===== src/rtl/tlf_pkg.sv =====
// Shared types and constants for the text line folder.
// Holds character codes, default sizes, register map and the cell control struct.
// No dependencies.
`timescale 1ns / 1ps
package tlf_pkg;

  // Character codes
  localparam logic [7:0] ChTab   = 8'h09;
  localparam logic [7:0] ChNl    = 8'h0A;
  localparam logic [7:0] ChBlank = 8'h20;

  // Default sizes
  localparam int LineMaxDef  = 32;
  localparam int TabWidthDef = 8;

  // Register map
  localparam int          AddrW       = 3;
  localparam int          DataW       = 32;
  localparam int          FoldW       = 6;
  localparam logic        RegFoldIdx  = 1'b0;
  localparam logic [5:0]  FoldReset   = 6'd10;

  // Control for one buffer cell
  typedef struct packed {
    logic shift;  // take the right neighbor's byte
    logic load;   // take the write byte
  } cell_ctl_t;

endpackage


===== src/rtl/tlf_cell.sv =====
// One byte cell of the line buffer chain.
// Depends on tlf_pkg for the cell control struct.
`timescale 1ns / 1ps
module tlf_cell
  import tlf_pkg::*;
(
  input  logic       clk_i,
  input  cell_ctl_t  ctl_i,
  input  logic [7:0] load_data_i,
  input  logic [7:0] nbr_data_i,
  output logic [7:0] data_o
);

  logic [7:0] data_q;
  logic [7:0] data_d;

  // Shift toward the front, load on a write, else hold
  always_comb begin
    data_d = data_q;
    if (ctl_i.shift) begin
      data_d = nbr_data_i;
    end else if (ctl_i.load) begin
      data_d = load_data_i;
    end
  end

  always_ff @(posedge clk_i) begin
    data_q <= data_d;
  end

  assign data_o = data_q;

endmodule


===== src/rtl/text_line_folder.sv =====
// An ordinary character or a newline that completes no line leaves the block ready for the next character;
// a tab writes up to TabWidth blanks, one blank written per cycle.
// A completed line of n characters drains one item per cycle while the output is not stalled (n + 1 items with the
// newline) by shifting the cell chain toward cell 0; the next item is taken after that.
// Throughput is set by that single output stage and the one-blank-per-cycle tab fill.
// Reset: column 0, no pending output, fold column 10; buffer bytes are not cleared.
`timescale 1ns / 1ps
module text_line_folder
  import tlf_pkg::*;
#(
  parameter int LineMax  = LineMaxDef,
  parameter int TabWidth = TabWidthDef
) (
  input  logic             clk_i,
  input  logic             rst_ni,
  // configuration port
  input  logic             psel,
  input  logic             penable,
  input  logic             pwrite,
  input  logic [AddrW-1:0] paddr,
  input  logic [DataW-1:0] pwdata,
  output logic [DataW-1:0] prdata,
  output logic             pready,
  // input channel
  input  logic             in_valid_i,
  output logic             in_ready_o,
  input  logic [7:0]       in_char_i,
  // output channel
  output logic             out_valid_o,
  input  logic             out_ready_i,
  output logic [7:0]       out_char_o,
  output logic             last_o
);

  localparam int CntW = $clog2(LineMax + 1);

  typedef enum logic [2:0] {
    StIdle = 3'b001,
    StTab  = 3'b010,
    StEmit = 3'b100
  } state_e;

  state_e            state_q, state_d;
  logic [CntW-1:0]   column_q, column_d;
  logic [CntW-1:0]   blank_q, blank_d;     // last blank index above 0, zero if none
  logic [CntW-1:0]   cnt_q, cnt_d;         // bytes still to drain
  logic [CntW-1:0]   col_after_q, col_after_d;
  logic [FoldW-1:0]  fold_q;
  logic              out_valid_q, out_valid_d;
  logic [7:0]        out_char_q, out_char_d;
  logic              out_last_q, out_last_d;

  logic              in_acc;
  logic              out_free;
  logic              out_load;
  logic [CntW-1:0]   fold_eff;
  logic [CntW-1:0]   pos1;
  logic [CntW-1:0]   blank_eff;
  logic [CntW-1:0]   brk;
  logic              wr_en;
  logic [7:0]        wr_data;
  logic              shift_en;
  logic [7:0]        cell_data [LineMax];
  logic              tab_stop  [2**CntW];

  // Tab stop table
  for (genvar g = 0; g < 2**CntW; g++) begin : g_stop
    localparam int Rem = g % TabWidth;
    assign tab_stop[g] = (Rem == 0);
  end

  // Configuration register
  always_ff @(posedge clk_i or negedge rst_ni) begin
    if (!rst_ni) begin
      fold_q <= FoldReset;
    end else if (psel && penable && pwrite && (paddr[2] == RegFoldIdx)) begin
      fold_q <= pwdata[FoldW-1:0];
    end
  end

  assign pready = 1'b1;
  assign prdata = (paddr[2] == RegFoldIdx) ? {{(DataW-FoldW){1'b0}}, fold_q} : '0;

  // Saturate the fold column to 2..LineMax
  always_comb begin
    if (fold_q < FoldW'(2)) begin
      fold_eff = CntW'(2);
    end else if (int'(fold_q) > LineMax) begin
      fold_eff = CntW'(LineMax);
    end else begin
      fold_eff = CntW'(fold_q);
    end
  end

  assign in_ready_o = (state_q == StIdle);
  assign in_acc     = in_valid_i && in_ready_o;
  assign out_free   = !out_valid_q || out_ready_i;
  assign pos1       = column_q + CntW'(1);

  // Break point for an ordinary character that fills the line
  always_comb begin
    blank_eff = blank_q;
    if ((in_char_i == ChBlank) && (column_q != '0)) begin
      blank_eff = column_q;
    end
    brk = (blank_eff == '0) ? pos1 : blank_eff + CntW'(1);
  end

  // Sequencer
  always_comb begin
    state_d     = state_q;
    column_d    = column_q;
    blank_d     = blank_q;
    cnt_d       = cnt_q;
    col_after_d = col_after_q;
    wr_en       = 1'b0;
    wr_data     = ChBlank;
    shift_en    = 1'b0;
    out_load    = 1'b0;
    out_char_d  = out_char_q;
    out_last_d  = out_last_q;
    case (state_q)
      StIdle: begin
        if (in_acc) begin
          if (in_char_i == ChNl) begin
            if (column_q != '0) begin
              state_d     = StEmit;
              cnt_d       = column_q;
              col_after_d = '0;
              blank_d     = '0;
            end
          end else begin
            wr_en   = 1'b1;
            wr_data = (in_char_i == ChTab) ? ChBlank : in_char_i;
            if (pos1 >= fold_eff) begin
              state_d     = StEmit;
              blank_d     = '0;
              if (in_char_i == ChTab) begin
                cnt_d       = pos1;
                col_after_d = '0;
              end else begin
                cnt_d       = brk;
                col_after_d = pos1 - brk;
              end
            end else begin
              column_d = pos1;
              if (((in_char_i == ChTab) || (in_char_i == ChBlank)) && (column_q != '0)) begin
                blank_d = column_q;
              end
              if ((in_char_i == ChTab) && !tab_stop[pos1]) begin
                state_d = StTab;
              end
            end
          end
        end
      end
      StTab: begin
        // Write one blank per cycle up to the tab stop or the fold column
        wr_en   = 1'b1;
        wr_data = ChBlank;
        if (pos1 >= fold_eff) begin
          state_d     = StEmit;
          cnt_d       = pos1;
          col_after_d = '0;
          blank_d     = '0;
        end else begin
          column_d = pos1;
          if (column_q != '0) begin
            blank_d = column_q;
          end
          if (tab_stop[pos1]) begin
            state_d = StIdle;
          end
        end
      end
      StEmit: begin
        // Drain cell 0 one byte per cycle while the output is free, then the newline
        if (out_free) begin
          out_load = 1'b1;
          if (cnt_q != '0) begin
            shift_en   = 1'b1;
            out_char_d = cell_data[0];
            out_last_d = 1'b0;
            cnt_d      = cnt_q - CntW'(1);
          end else begin
            out_char_d = ChNl;
            out_last_d = 1'b1;
            column_d   = col_after_q;
            state_d    = StIdle;
          end
        end
      end
      default: begin
        state_d = StIdle;
      end
    endcase
  end

  // Output register
  always_comb begin
    out_valid_d = out_valid_q;
    if (out_load) begin
      out_valid_d = 1'b1;
    end else if (out_ready_i) begin
      out_valid_d = 1'b0;
    end
  end

  always_ff @(posedge clk_i or negedge rst_ni) begin
    if (!rst_ni) begin
      state_q     <= StIdle;
      column_q    <= '0;
      blank_q     <= '0;
      cnt_q       <= '0;
      col_after_q <= '0;
      out_valid_q <= 1'b0;
    end else begin
      state_q     <= state_d;
      column_q    <= column_d;
      blank_q     <= blank_d;
      cnt_q       <= cnt_d;
      col_after_q <= col_after_d;
      out_valid_q <= out_valid_d;
    end
  end

  always_ff @(posedge clk_i) begin
    out_char_q <= out_char_d;
    out_last_q <= out_last_d;
  end

  assign out_valid_o = out_valid_q;
  assign out_char_o  = out_char_q;
  assign last_o      = out_last_q;

  // Line buffer chain
  for (genvar i = 0; i < LineMax; i++) begin : g_cell
    cell_ctl_t  ctl;
    logic [7:0] nbr;

    // shift first, then load
    assign ctl = {shift_en, wr_en && (column_q == CntW'(i))};

    if (i == LineMax - 1) begin : g_end
      assign nbr = cell_data[i];
    end else begin : g_mid
      assign nbr = cell_data[i+1];
    end

    tlf_cell u_cell (
      .clk_i       (clk_i),
      .ctl_i       (ctl),
      .load_data_i (wr_data),
      .nbr_data_i  (nbr),
      .data_o      (cell_data[i])
    );
  end

endmodule


===== config.mk =====
export PLATFORM = sky130hd
export DESIGN_NAME = text_line_folder
export DESIGN_NICKNAME = d
export VERILOG_FILES = /design/src/rtl/tlf_pkg.sv /design/src/rtl/tlf_cell.sv /design/src/rtl/text_line_folder.sv
export SDC_FILE = /design/constraint.sdc
export NUM_CORES = 1
export LEC_CHECK = 0
export BUFFER_PORTS_ARGS = -buffer_cell sky130_fd_sc_hd__buf_2
export CAP_MARGIN = 20
export CORE_UTILIZATION = 50
export DETAILED_ROUTE_END_ITERATION = 10
export PLACE_DENSITY = 0.71
export SYNTH_ARGS = -nofsm -noshare
export SYNTH_HDL_FRONTEND = slang
export SYNTH_HIERARCHICAL = 1
export SYNTH_SLANG_ARGS = --single-unit

===== constraint.sdc =====
create_clock -name clk_i -period 4 [get_ports clk_i]
set_input_delay 0.8 -clock clk_i [delete_from_list [all_inputs] [get_ports clk_i]]
set_output_delay 0.8 -clock clk_i [all_outputs]
set_load 0.05 [all_outputs]

# == Word level (Yosys, flattened, before mapping) ==
# Memory sizes are Yosys's and may differ from the RTL's.
# Cells that the tools add are included.
# classes
n_addsub,4
order_cmp,4
eq_ne,49
reduce_logical,88
mux,122
n_bitwise,3
# ops
operator,n
8-bit two-way mux,66
6-bit two-way mux,29
6-bit by 5-bit equality test with 1-bit output (second input constant),16
2-bit nonzero test,33
6-bit by 4-bit equality test with 1-bit output (second input constant),8
1-bit logical AND,39
6-bit case mux with 3 select lines,2
3-bit two-way mux,9
6-bit by 3-bit equality test with 1-bit output (second input constant),4
6-bit case mux with 2 select lines,2
8-bit by 4-bit equality test with 1-bit output (second input constant),2
5-bit AND reduction,3
6-bit by 1-bit adder with 6-bit output (second input constant),2
6-bit by 2-bit equality test with 1-bit output (second input constant),2
6-bit zero test,2
1-bit two-way mux,12
6-bit nonzero test,2
2-bit != test (second input constant),5
3-bit != test (second input constant),3
3-bit case mux with 3 select lines,1
8-bit by 6-bit equality test with 1-bit output (second input constant),1
4-bit by 1-bit != test with 1-bit output (second input constant),2
7-bit >= comparator (second input constant),1
6-bit NOT with 7-bit output,1
19 further kinds,23
# word_totals
elab_cells,312
output_inout_bits,44
memories,1
mem_bits_ro,64
input_bits,50
register_bits,299
# mem_list
name,words,width,read_ports,rd_clocked_by_memory_dff,wr,line,text
(no name shown),64,1,1,0,0,text_line_folder.sv:171,if (tab_stop[pos1]) begin

# == Logic depth before layout (Yosys ltp) ==
# Gate-level depths: netlist (run 1).
# depth
depth_word,12
mapped_depth,16
mapped_depth_nobuf,15

# == By module ==
# The synthesis (run 1) kept the hierarchy.
# modules_own_cells
mod,cells_each,seq_area_each_um2,instances,area_per_inst_um2
tlf_cell,18,240.2,32,377.9
text_line_folder,457,1124.8,1,3787.4

# == Worst setup path after synthesis (run 1) ==
# Ideal clock, no wire load.
# synth_path
path_kind,register -> register
startpoint,register column_q[0]
endpoint,register col_after_q[5]
slack_ns,0.448
n_path_buf,1
t_arrival_ns,3.428
stages_incl_launch_ff,16
t_required_ns,3.876
setup_time_ns,0.124
period_less_slack_ns,3.552
cell_sequence,dfrtp_1 -> clkbuf_1 -> inv_1 -> ha_1 -> inv_1 -> o211ai_4 -> mux2i_1 -> ha_1 -> mux2i_1 -> ha_1 -> a21oi_1 -> and2_1 -> a221oi_1 -> o31ai_1 -> a211oi_1 -> a211o_1
# synth_via
elab_chain_len,11
word_cells_on_any_way,18
cone_classes,add/sub (3); order compare (1); eq/ne (3); mux (7); reduce/logical (4)
# synth_lines
element,line,text
from (decl),text_line_folder.sv:44,"logic [CntW-1:0] column_q, column_d;"
from (signal assigned),text_line_folder.sv:219,column_q <= column_d;
6-bit nonzero test,"text_line_folder.sv:103, text_line_folder.sv:126",
1-bit logical AND,text_line_folder.sv:103,if ((in_char_i == ChBlank) && (column_q != '0)) begin
6-bit two-way mux,text_line_folder.sv:103,
6-bit by 1-bit adder with 6-bit output / 6-bit zero test (equally long branches),text_line_folder.sv:106,brk = (blank_eff == '0) ? pos1 : blank_eff + CntW'(1);
6-bit two-way mux,text_line_folder.sv:106,
6-bit subtractor,text_line_folder.sv:143,col_after_d = pos1 - brk;
6-bit two-way mux,text_line_folder.sv:138,if (in_char_i == ChTab) begin
6-bit two-way mux,text_line_folder.sv:135,if (pos1 >= fold_eff) begin
6-bit two-way mux,text_line_folder.sv:125,if (in_char_i == ChNl) begin
6-bit two-way mux,text_line_folder.sv:124,if (in_acc) begin
6-bit case mux with 2 select lines,text_line_folder.sv:122,case (state_q)
to (signal assigned),text_line_folder.sv:222,col_after_q <= col_after_d;
to (decl),text_line_folder.sv:47,"logic [CntW-1:0] col_after_q, col_after_d;"
# Several ways; a longest one is shown, not always the timed one. The select of a mux whose other input is x is not followed.
# A chain may end at the register's enable or synchronous reset.

# == Worst setup path after layout (run 1) ==
# layout_path
startpoint,register column_q[3]
endpoint,register col_after_q[5]
# The elaborated chain is that of the path after synthesis.

==> results.md, run 1 <==
- Status: finished, final reports clean
- Routed wire per std cell: 19.57 µm
- Crit. End Element: flip-flop
- Setup_tns: 0 ns
- Worst-Skew Late Latency: 0.56 ns
- Max Slew Vio Count: 0
- Pre-CTS setup slack: between 0.15 and 0.2 ns
- CTS resizes: 0
- Residual DRC: 0
- Fill cells: around 2400
- CTS tree: yes
- Async S/R FF share, synth: 0.1137
- DP HPWL: just under 20 mm
- Cell variety after synth: 67
- Number of flops mapped to enable cells by yosys: 265
- R2R cell count: 12
- Worst-Margin Slew: 0.8249 ns
- Layout area overhead: 9.724%
- Dominant cell type by area after synthesis: edfxtp_1
- Vias: 8359
- Hold Crit Class: input port to async pin
- Pin count of the biggest net entering global routing: 66
- RSZ-0062 raised after global routing: no
- Max VDD drop: 0.4126 mV
- Power Density: 739.9 mW/mm²
- Synth Warn #: 6
- Area contributors post-synth: edfxtp_1 (50%), mux2_4 (24%), dfrtp_1 (4.9%)
- Number of detailed-route iterations in the first pass: 5
- Ys flop type: edfxtp_1
- TritonCTS Sinks: roughly 300
- Total Routing Usage GR: 0.1842
- Core area: 0.03091 mm²
- Final wirelength: 29.61 mm
- Post-synthesis register bit count: 299
- First-pass GRT wire length: 48.13 mm
- Initial Util: 0.5137
- Final critical-path share of the clock period: 0.8823
- Max clock buf depth: 3
- # diodes: 0
- ANT nets after route: 0
- CTS H-tree lvls: 1
- Mapped Cells: 1033
- Placed cells: 1458
- Min cycle time layout: 3.529 ns
- Vias in the first global route: 8470
- Leak pwr: 6.736 nW
- Peak Freq: 0.2834 GHz
- Setup CP Type: flip-flop to flip-flop
- Top Ports: 94
- Post-synth top cells: edfxtp_1 (265), mux2_4 (257), nor2_1 (42)
- GRT overflow: 0
- Die Y: 180.2 µm
- Most numerous cell in the Yosys netlist: edfxtp_1
- Share of post-route cells with drive strength above 1: 0.3653
- Critical Path Fanout Max: 6
- Hold_buf cts: 0
- PnR worst setup slack: 0.4709 ns
- Max-Slew Margin vs Limit: 0.4500
- Avg Cell Area, Syn: ~15 µm²
- Setup violations, final: 0
- Synthesized cell area: about 0.016 mm²
- Final Hold Violating Endpoints: 0
- Nets: 1164
- Seq/Total Area, Yosys: 0.5550
- Post-CTS setup buffers: 0
- Root Driver: clkbuf_16
- Clock slew at reported path FFs: 0.07 ns
- Max Cap Viol: 0
- Required time of the worst setup path: 4.45 ns
- I/O Buffers: 38
- Vias per inst: 5.525
- CP Launch Type: flip-flop
- Die width: 180.2 µm
- Post-layout util: 0.5637
- Power consumption: 12.89 mW
- Final Non-Filler Cells: 1513
- Die area: 0.03247 mm²
- Share of the synthesized area in the top cell type: 0.5011
- Row cnt: 64
- CTS buffer count: 30
- Number of antenna violations at the first check in global routing: 0
- Starting DRT DRC Count: 572
- WP data arrival: 3.98 ns
- GPL Wtd Cong: 0.8775
- Clock Skew: between 0.02 and 0.025 ns
## routing by layer
layer	vias to the layer above	global-route usage	part of all wire
met2	141	0.2983	0.47
li1	3954	-	-
met4	0	0.04718	0.024
met3	40	0.02304	0.033
met5	-	0	0
met1	4224	0.2627	0.47
## per-stage QoR
step / instance area (µm²) / hold slack (ns)
floorplan: 15970 / 0.4559
global placement: 16430 / 0.4802
detailed placement: 16430 / 0.4863
CTS: 17420 / 0.3509
global route: 17420 / 0.3974
finish: 17420 / 0.3398
## state kept, by name, indices dropped and copies added (netlist names)
name	count
col_after_q	6
fold_q	6
last_o	1
g_cell.u_cell/data_o	256
column_q	6
out_char_o	8
cnt_q	6
state_q	3
out_valid_o	1
blank_q	6
## critical path, stage by stage, from the launching register on
cell,delay (ns)
dfrtp_1,0.39
or4_4,0.59
o211ai_4,0.29
mux2i_1,0.27
ha_1,0.28
mux2i_1,0.21
ha_1,0.27
a21oi_1,0.20
and2_1,0.15
a221oi_1,0.05
o31ai_1,0.37
a211oi_1,0.10
a211o_1,0.28
## layout make-up
class | count | area [µm²] | share of cell area
multi-input cells | 659 | 6432 | 0.3692
repair buffers | 83 | 615.6 | 0.03533
well taps | 396 | 495.5 | 0.02844
clock inverters | 19 | 193.9 | 0.01113
flip-flops and latches | 299 | 8812 | 0.5058
clock buffers | 35 | 790.8 | 0.04539
inverters | 22 | 82.58 | 0.004740
## cells by family (layout without fill, tap and decap cells)
family                   count (synthesis)  count (layout)  synth area share
flip-flops                             299             299            0.5550
multiplexers                           277             277            0.2562
AND/OR/NAND/NOR                        225             225           0.07777
AO/OA/AOI/OAI                          102             102           0.04405
buffers and inverters                  100             159           0.04617
adder cells (fa/ha/maj)                 19              19           0.01544
XOR/XNOR                                 9               9          0.004964
other                                    2              27         0.0004730
## placed cells by master (no fill, tap or decap), drive strengths merged, types with 4 or more instances in the layout
cell     Yosys  layout
mux2       264     264
bufinv       0       4
a22oi        4       4
xnor2        5       5
conb         2      27
nor2        42      42
clkinv       0      13
or3          6       6
mux2i       13      13
nand3        7       7
o21ai       23      23
nor3        16      16
a21oi       28      28
dfrtp       31      31
nor4         5       5
xor2         4       4
a31oi        4       4
ha          18      18
nand2b      16      16
edfxtp     265     265
and2        12      12
inv         22      23
and3        23      23
or2         35      35
buf         62      82
o2bb2ai      4       4
nand4        5       5
nand2       36      36
o211ai       6       6
a211oi       4       4
clkbuf      16      36
nor2b       11      11
## power breakdown
group          internal [mW]  total (mW)  switching, mW
Sequential              4.56        4.84          0.280
Combinational           2.43        5.23           2.81
Clock                   1.66        2.82           1.16
Total                   8.65        12.9           4.25
## worst paths after layout
path / startpoint / to / slack, ns
hold reg to reg: g_cell[0].u_cell/data_o[3] / out_char_o[3] / 0.50
hold / removal: rst_ni / cnt_q[5] / 0.34
setup / recovery: column_q[3] / col_after_q[5] / 0.47
max in group asynchronous: rst_ni / blank_q[5] / 3.12
min in group clk_i: pwdata[5] / fold_q[5] / 0.48
setup reg to reg: column_q[3] / col_after_q[5] / 0.47
(Power assumes the default switching activity.)
==> run 2: changes to the inputs <==
Settings changed: CAP_MARGIN 20 to 10, CORE_ASPECT_RATIO set to 1.75, REMOVE_ABC_BUFFERS set to 1.
==> results.md, run 2 (synthesis gave the netlist of run 1 again) <==
- Residual DRC: 0 (unchanged)
- CTS buffer count: 28 (-6.7%)
- Max-Slew Margin vs Limit: 0.4084 (-0.04168)
- I/O Buffers: 38 (unchanged)
- DP HPWL: 21.58 mm (+12%)
- Top Ports: 94 (unchanged)
- Max Slew Vio Count: 0 (unchanged)
- Final Hold Violating Endpoints: 0 (unchanged)
- Setup CP Type: flip-flop to flip-flop
- Slowest cell on the critical path: or4_4
- Leak pwr: 6.717 nW (-0.28%)
- Hold_buf cts: 0 (unchanged)
- Routed wire per std cell: 21.30 µm (+8.8%)
- Post-CTS setup buffers: 0 (unchanged)
- Fill cells: 2505 (+4.5%)
- CTS tree: yes
- Setup_tns: 0 ns (unchanged)
- Max clock buf depth: 3 (unchanged)
- Final wirelength: 32.27 mm (+9.0%)
- Vias in the first global route: 8745 (+3.2%)
- TritonCTS Sinks: 299 (unchanged)
- Die area: 0.03250 mm² (about the same)
- Total Routing Usage GR: 0.2063 (+0.02210)
- Starting DRT DRC Count: 577 (+0.87%)
- Crit path cell chain: or4_4, o211ai_4, mux2i_1, ha_1, mux2i_1, ha_1, a21oi_1, and2_1, a221oi_1, o31ai_1, a211oi_1, a211o_1
- Crit. End Element: flip-flop
- Setup violations, final: 0 (unchanged)
- Commonest non-fill, non-tap cells in the layout: edfxtp_1 (265), mux2_4 (257), buf_4 (46)
- GPL Wtd Cong: 0.9263 (+5.6%)
- Die width: 136.7 µm (-24%)
- ANT nets after route: 0 (unchanged)
- Clock slew at reported path FFs: 0.06 ns (about the same)
- First-pass GRT wire length: 50.56 mm (+5.0%)
- Die Y: 237.7 µm (+32%)
- Final critical-path share of the clock period: 0.8809 (-0.001385)
- Power consumption: 12.87 mW (-0.14%)
- Required time of the worst setup path: 4.44 ns (about the same)
- Max Cap Viol: 0 (unchanged)
- R2R Setup Slk: 0.48 ns (about the same)
- Multi-input logic area: 0.006437 mm² (about the same)
- Vias: 8514 (+1.9%)
- Pin count of the biggest net entering global routing: 74 (+12%)
- CTS resizes: 0 (unchanged)
- Power Density: 741.2 mW/mm² (+0.17%)
- FF+latch area: 0.008812 mm² (unchanged)
- Worst path buffer plus inverter count: 0 (unchanged)
- Share of post-route cells with drive strength above 1: 0.3682 (+0.002922)
- GRT overflow: 0 (unchanged)
- Hold Crit Class: input port to async pin
- Peak Freq: 0.2838 GHz (+0.16%)
- Status: finished, final reports clean
- Worst-Skew Late Latency: 0.56 ns (about the same)
- Row cnt: 86 (+34%)
- Largest register FFs: 256 (unchanged)
- Number of detailed-route iterations in the first pass: 5 (unchanged)
- Initial Util: 0.5054 (-0.008347)
- CP Launch Type: flip-flop
- Slowest Stage Delay on Critical Path: 0.58 ns (about the same)
- Worst reg2reg startpoint: column_q[3]
- Most common cell after layout, fill and taps aside: edfxtp_1
- RSZ-0062 raised after global routing: no
- Min Hold Slack: 0.3633 ns (+0.02343 ns)
- Max VDD drop: 0.5210 mV (+26%)
- Vias per inst: 5.620 (+1.7%)
- Min cycle time layout: 3.524 ns (-0.005541 ns)
- Number of antenna violations at the first check in global routing: 0 (unchanged)
- Nets: 1167 (+0.26%)
- R2R cell count: 12 (unchanged)
- Reg2reg end: col_after_q[5]
- # diodes: 0 (unchanged)
- Layout area overhead: 9.377%
- Worst-Margin Slew: 0.8875 ns (+0.06253 ns)
- WP data arrival: 3.96 ns (-0.02 ns)
- Root Driver: clkbuf_16
- Critical Path Fanout Max: 5 (-1)
- Clock Skew: 0.02274 ns (-0.0007594 ns)
- Core area: 0.03142 mm² (+1.7%)
- CTS H-tree lvls: 1 (unchanged)
- Crit path max-delay family: compound AO/OA/AOI/OAI gates
## run 2: worst max path at each step
stage | startpoint | endpoint | cells after the start
floorplan | state_q[1] | g_cell[0].u_cell/data_o[0] | 4
global placement | in_char_i[1] | col_after_q[5] | 12
detailed placement | in_char_i[1] | col_after_q[5] | 12
CTS | column_q[3] | col_after_q[5] | 12
global route | column_q[3] | col_after_q[5] | 12
finish | column_q[3] | col_after_q[5] | 12
## run 2: area by class of cell
class	instances	area share
Sequential cell	299	0.5074
Timing Repair Buffer	88	0.03544
Clock buffer	34	0.04286
Multi-Input combinational cell	659	0.3707
Tap cell	396	0.02853
Clock inverter	17	0.01037
Inverter	22	0.004755
## run 2: worst reg2reg max path, delay by kind of cell, from the launching register on
kind | cells | cell delay (ns)
DFF | 1 | 0.38
adders and majority gates | 2 | 0.55
AOI/OAI and AO/OA | 6 | 1.27
and+or+nand+nor | 2 | 0.74
muxes | 2 | 0.46
## run 2: stage by stage
stage               worst slack, ns  instance area [µm²]  cells  utilization
finish                       0.4764                17370   1515       0.5528
global route                 0.2675                17370   1515       0.5528
CTS                          0.4734                17360   1515       0.5526
detailed placement           0.1353                16440   1464       0.5232
global placement             0.1420                16440   1464       0.5232
floorplan                    -8.065                15320    980            -
## run 2: where the power goes
group / total [mW] / switching (mW) / leakage [nW] / internal (mW)
sequential: 4.87 / 0.310 / 2.87 / 4.56
combinational: 5.31 / 2.86 / 3.39 / 2.45
clock: 2.70 / 1.17 / 0.449 / 1.53
total: 12.9 / 4.34 / 6.72 / 8.54
## run 2: layer usage
metal	up-vias	GRT usage	share of wire
met4	0	0.1071	0.050
li1	3947	-	-
met3	89	0.02261	0.034
met1	4264	0.2417	0.39
met2	214	0.3658	0.53
met5	-	0	0
